<file path="src/rtl/core/jets_pkg.sv">
`default_nettype none
package jets_pkg;
  localparam int MaxIterDef = 150;
  localparam int FracBitsDef = 28;
  localparam int HueSpan = 360;
  localparam int SectorW = 43;
  localparam int HsvSat = 150;
  localparam int HsvVal = 150;
  localparam int CfgAddrW = 4;
  localparam logic [31:0] CReRst = 32'sd76502958;
  localparam logic [31:0] CImRst = 32'sd2684355;
  localparam logic [31:0] RowStepRst = 32'sd894785;
  localparam logic [31:0] ColStepRst = 32'sd671089;

  typedef enum logic [1:0] {
    REG_C_REAL = 2'd0,
    REG_C_IMAG = 2'd1,
    REG_ROW_STEP = 2'd2,
    REG_COL_STEP = 2'd3
  } reg_idx_t;

  typedef enum logic [1:0] {
    ST_IDLE,
    ST_RUN,
    ST_COLOR,
    ST_OUT
  } state_t;

  typedef struct packed {
    logic start;
    logic busy;
  } cell_ctl_t;

  function automatic logic signed [31:0] sat32(input logic signed [95:0] v);
    logic signed [31:0] r;
    if (v > 96'sh7FFFFFFF) r = 32'sh7FFFFFFF;
    else if (v < -96'sh80000000) r = 32'sh80000000;
    else r = v[31:0];
    return r;
  endfunction

  function automatic logic [7:0] mul_hi8(input logic [7:0] a, input logic [7:0] b);
    logic [15:0] m;
    m = 16'(a) * 16'(b);
    return m[15:8];
  endfunction

  function automatic logic [23:0] hsv_rgb(input logic [7:0] h);
    logic [7:0] sec, f, rem, p, q, t, v, s, r, g, b;
    logic [15:0] mm;
    v = 8'(HsvVal);
    s = 8'(HsvSat);
    if (h >= 8'(5 * SectorW)) sec = 8'd5;
    else if (h >= 8'(4 * SectorW)) sec = 8'd4;
    else if (h >= 8'(3 * SectorW)) sec = 8'd3;
    else if (h >= 8'(2 * SectorW)) sec = 8'd2;
    else if (h >= 8'(SectorW)) sec = 8'd1;
    else sec = 8'd0;
    rem = 8'(h - 8'(16'(sec) * 16'(SectorW)));
    mm = 16'(rem) * 16'd6;
    f = mm[7:0];
    p = mul_hi8(v, 8'd255 - s);
    q = mul_hi8(v, 8'd255 - mul_hi8(s, f));
    t = mul_hi8(v, 8'd255 - mul_hi8(s, 8'd255 - f));
    case (sec)
      8'd0: begin r = v; g = t; b = p; end
      8'd1: begin r = q; g = v; b = p; end
      8'd2: begin r = p; g = v; b = t; end
      8'd3: begin r = p; g = q; b = v; end
      8'd4: begin r = t; g = p; b = v; end
      default: begin r = v; g = p; b = q; end
    endcase
    return {r, g, b};
  endfunction
endpackage
`default_nettype wire

</file>
<file path="src/rtl/core/jets_cell.sv">
`default_nettype none
module jets_cell #(
  parameter int FRAC_BITS = jets_pkg::FracBitsDef
) (
  input  wire logic clk,
  input  wire logic load,
  input  wire logic step,
  input  wire logic signed [31:0] z_init,
  input  wire logic signed [31:0] c_val,
  input  wire logic signed [31:0] nb_z,
  input  wire logic signed [63:0] prod_in,
  output logic signed [31:0] z_out,
  output logic signed [63:0] sq_out
);
  import jets_pkg::*;
  logic signed [31:0] z_r;
  logic signed [95:0] nxt;
  // Each cell holds one part of z and takes a registered product term.
  assign nxt = 96'(prod_in >>> FRAC_BITS) + 96'(c_val);
  always_ff @(posedge clk) begin
    if (load) z_r <= z_init;
    else if (step) z_r <= sat32(nxt);
  end
  assign z_out = z_r;
  assign sq_out = 64'(z_r) * 64'(nb_z);
endmodule
`default_nettype wire

</file>
<file path="config.mk">
export PLATFORM = sky130hd
export DESIGN_NAME = jets_cell
export DESIGN_NICKNAME = d
export VERILOG_FILES = /design/src/rtl/core/jets_pkg.sv /design/src/rtl/core/jets_cell.sv
export SDC_FILE = /design/constraint.sdc
export NUM_CORES = 2
export LEC_CHECK = 0
export BUFFER_PORTS_ARGS = -buffer_cell sky130_fd_sc_hd__clkbuf_2
export CORE_MARGIN = 4
export CORE_UTILIZATION = 70
export DETAILED_ROUTE_END_ITERATION = 12
export GPL_TIMING_DRIVEN = 0
export PLACE_DENSITY_LB_ADDON = 0.12
export SYNTH_ARGS = -nofsm -noshare
export SYNTH_HDL_FRONTEND = slang
export SYNTH_SLANG_ARGS = --single-unit
</file>
<file path="constraint.sdc">
create_clock -name clk -period 15.1 [get_ports clk]
set_clock_uncertainty 0.1 [all_clocks]
set_input_delay 1.51 -clock clk [delete_from_list [all_inputs] [get_ports clk]]
set_output_delay 1.51 -clock clk [all_outputs]
set_load 0.02 [all_outputs]
</file>
==> results.toml <==
[outcome]
status = "completed"

[floorplanning]
die_area_um2 = 61300
ios = 259
die_y_um = 248
start_util_pct = 71.0
std_cell_rows = 87
die_x_um = 248
core_area_um2 = 56600

[clocking]
cts_buffers = 5
clockBufferDepth = 2
cts_sinks = 32
root_buffer = "clkbuf_16"
clk_pin_slew_ns = 0.05
cts_tree = "done"
htreeDepth = 2
cts_setup_buffers = 0
cts_hold_repair.buffers = 0
cts_resized = 0

[critical_path]
cp-end-kind = "output pin"
startpoint_type = "primary input"
crit_path_max_fanout = 10
crit_arrival_ns = 11.73
worstPathRequired_ns = 13.49
path_class = "in -> out"

[sta]
slew_violations = 0
fmax_mhz = 75.0
finalSetupViolCount = 0
relSlewSlack_pct = 4.35
hold_violations = 0
tns_ns = 0
worst_slew_pin_slew_ns = 1.43
timing.final.crit_share_pct = 88.3
grt_setup_unrepaired = "no"
layout_min_cycle_time_ns = 13.34

[yosys]
synth-edff-count = 32
syn_inst = 4357
ys_seq_area_share_pct = 2.39
yosys_warnings = 0
synth_ff_type = "edfxtp_1"
synthesis.nets = 5823
synth_area_per_cell_um2 = 9.23
async_reset_ff_share_pct = 0
ys_ff_latch = 32
synth_cell_types = 86
synth_area_um2 = 40200

[route]
ant_nets = 0
routed_via_density = 6.22
drtIter0Drc = 3474
wl_per_cell_um = 26.9
vias = 33400
drt-total-wl_mm = 145
firstDrtPassIters = 6
route.detailed.drc = 0

[cells_and_area]
drive_gt1_share_pct = 6.09
finalNetCount = 6060
largest_register_ffs = 32
syn_to_final_growth_pct = 5.76

[place]
hpwl_mm = 124
io_buffers = 229
place_congestion = 1.09

[global_route]
grt.met2_usage_pct = 72.8
overflow = 0
met3_usage_pct = 19.5
gr-usage-met1_pct = 56.8
grt_usage_pct = 49.1
grt_start_max_net_pins = 33
grt_first_pass_wirelength_mm = 217
grt_pass1_vias = 35400
busiest_layer = "met2"
antenna_found_initial = 19

[min_path]
hold_path_class = "in -> reg"

[job]
drv_cap = 0
[final cells by class]
cell class              count  area (µm²)
flip-flops and latches     32         961
clock inverters             3        37.5
diodes                     22        55.1
multi-input cells        3099       34600
well taps                 756         946
plain buffers             235         917
inverters                 991        3720
fillers                  4113       14100
repair buffers            230        1150
clock buffers               5         125
[path summary, 6_finish.rpt]
kind / startpoint / to / slack (ns) / cells after the start
worst max-delay path: nb_z[5] / sq_out[62] / 1.76 / 25
worst min-delay path: z_init[20] / z_out[20] / 1.45 / 3
[per-stage QoR]
step / area (µm²) / hold slack [ns] / setup WS (ns) / util (%) / instances
after global routing: 42500 / 1.48 / 1.54 / 75.0 / 5353
after detailed placement: 42300 / 1.73 / 2.19 / 74.7 / 5343
after CTS: 42500 / 1.45 / 2.15 / 75.0 / 5351
final: 42500 / 1.45 / 1.76 / 75.1 / 5373
after floorplan: 40200 / 1.62 / 4.08 / - / 4357
after global placement: 42300 / 1.71 / 2.42 / 74.7 / 5342
[cells by family (layout without fill, tap and decap cells)]
logic type | count (synthesis) | count (layout) | share of synthesized area, %
AND/OR/NAND/NOR | 1301 | 1301 | 16.3
flip-flops | 32 | 32 | 2.39
AO/OA/AOI/OAI | 394 | 394 | 6.83
XOR/XNOR | 97 | 97 | 2.11
other | 0 | 22 | 0
multiplexers | 4 | 4 | 0.103
adder cells (fa/ha/maj) | 1303 | 1303 | 60.8
buffers and inverters | 1226 | 1464 | 11.5
[cell usage after synthesis, types with 6 or more instances]
cell type  count  share of area, %
a21o_1        54               1.0
a211oi_1      11              0.21
ha_1         220               6.8
nor2b_1       32              0.50
nor2_1        81              0.76
nor4_1         7              0.11
a311oi_1      21              0.46
nand3_1       24              0.30
inv_1        991               9.3
o211ai_1       9              0.17
o21a_1        15              0.28
xnor2_1       57               1.2
a21oi_1      113               1.4
nor3_1        19              0.24
and2_1       504               7.8
o21ai_1        6             0.075
edfxtp_1      32               2.4
o21ai_0       54              0.67
and3_1         9              0.14
nand4_1       13              0.20
o21bai_1      16              0.30
and4_1         6              0.13
xor2_1        40              0.87
o31ai_1        9              0.17
nand2b_1      13              0.20
fa_1        1083                54
clkbuf_1     226               2.1
a31oi_1        9              0.14
a221oi_1       9              0.20
nand2_1      565               5.3
[critical path, cell delays in order]
cell and delay (ns):
clkbuf_2 0.31, clkbuf_1 0.95, nand2_1 0.21, inv_1 0.21
fa_1 0.44, inv_1 0.24, fa_1 0.47, inv_1 0.25
fa_1 0.54, fa_1 0.93, inv_1 0.45, fa_1 0.60
inv_1 0.06, fa_1 0.65, fa_1 0.49, fa_1 0.51
ha_1 0.30, clkbuf_1 0.36, nand4_1 0.24, o31ai_1 0.75
o2111ai_1 0.29, nand2_1 0.19, a31oi_1 0.15, o311ai_1 0.35
clkbuf_2 0.23
[layout by cell type, fill, tap and decap left out, drive strengths merged, types with 12 or more instances in the layout]
cell type	instances
nand4	13
nor2	81
nand2b	13
clkbuf	460
diode	22
nand3	24
a311oi	21
a211oi	12
and2	504
a21o	56
edfxtp	32
o21a	15
o21bai	16
a221oi	12
nand2	565
inv	991
xnor2	57
nor2b	32
nor3	20
fa	1083
a21oi	115
ha	220
o21ai	62
xor2	40
and3	12
[metal layers]
| metal | vias to the layer above | wire length, µm |
|---|---|---|
| li1 | 13400 | - |
| met1 | 16500 | 45300 |
| met2 | 2597 | 62400 |
| met3 | 887 | 20900 |
| met4 | 10 | 16100 |
| met5 | - | 69 |
Power is left out: the tool's default activity adds up to more than one toggle a clock period on the data nets, which glitch-free logic cannot reach.
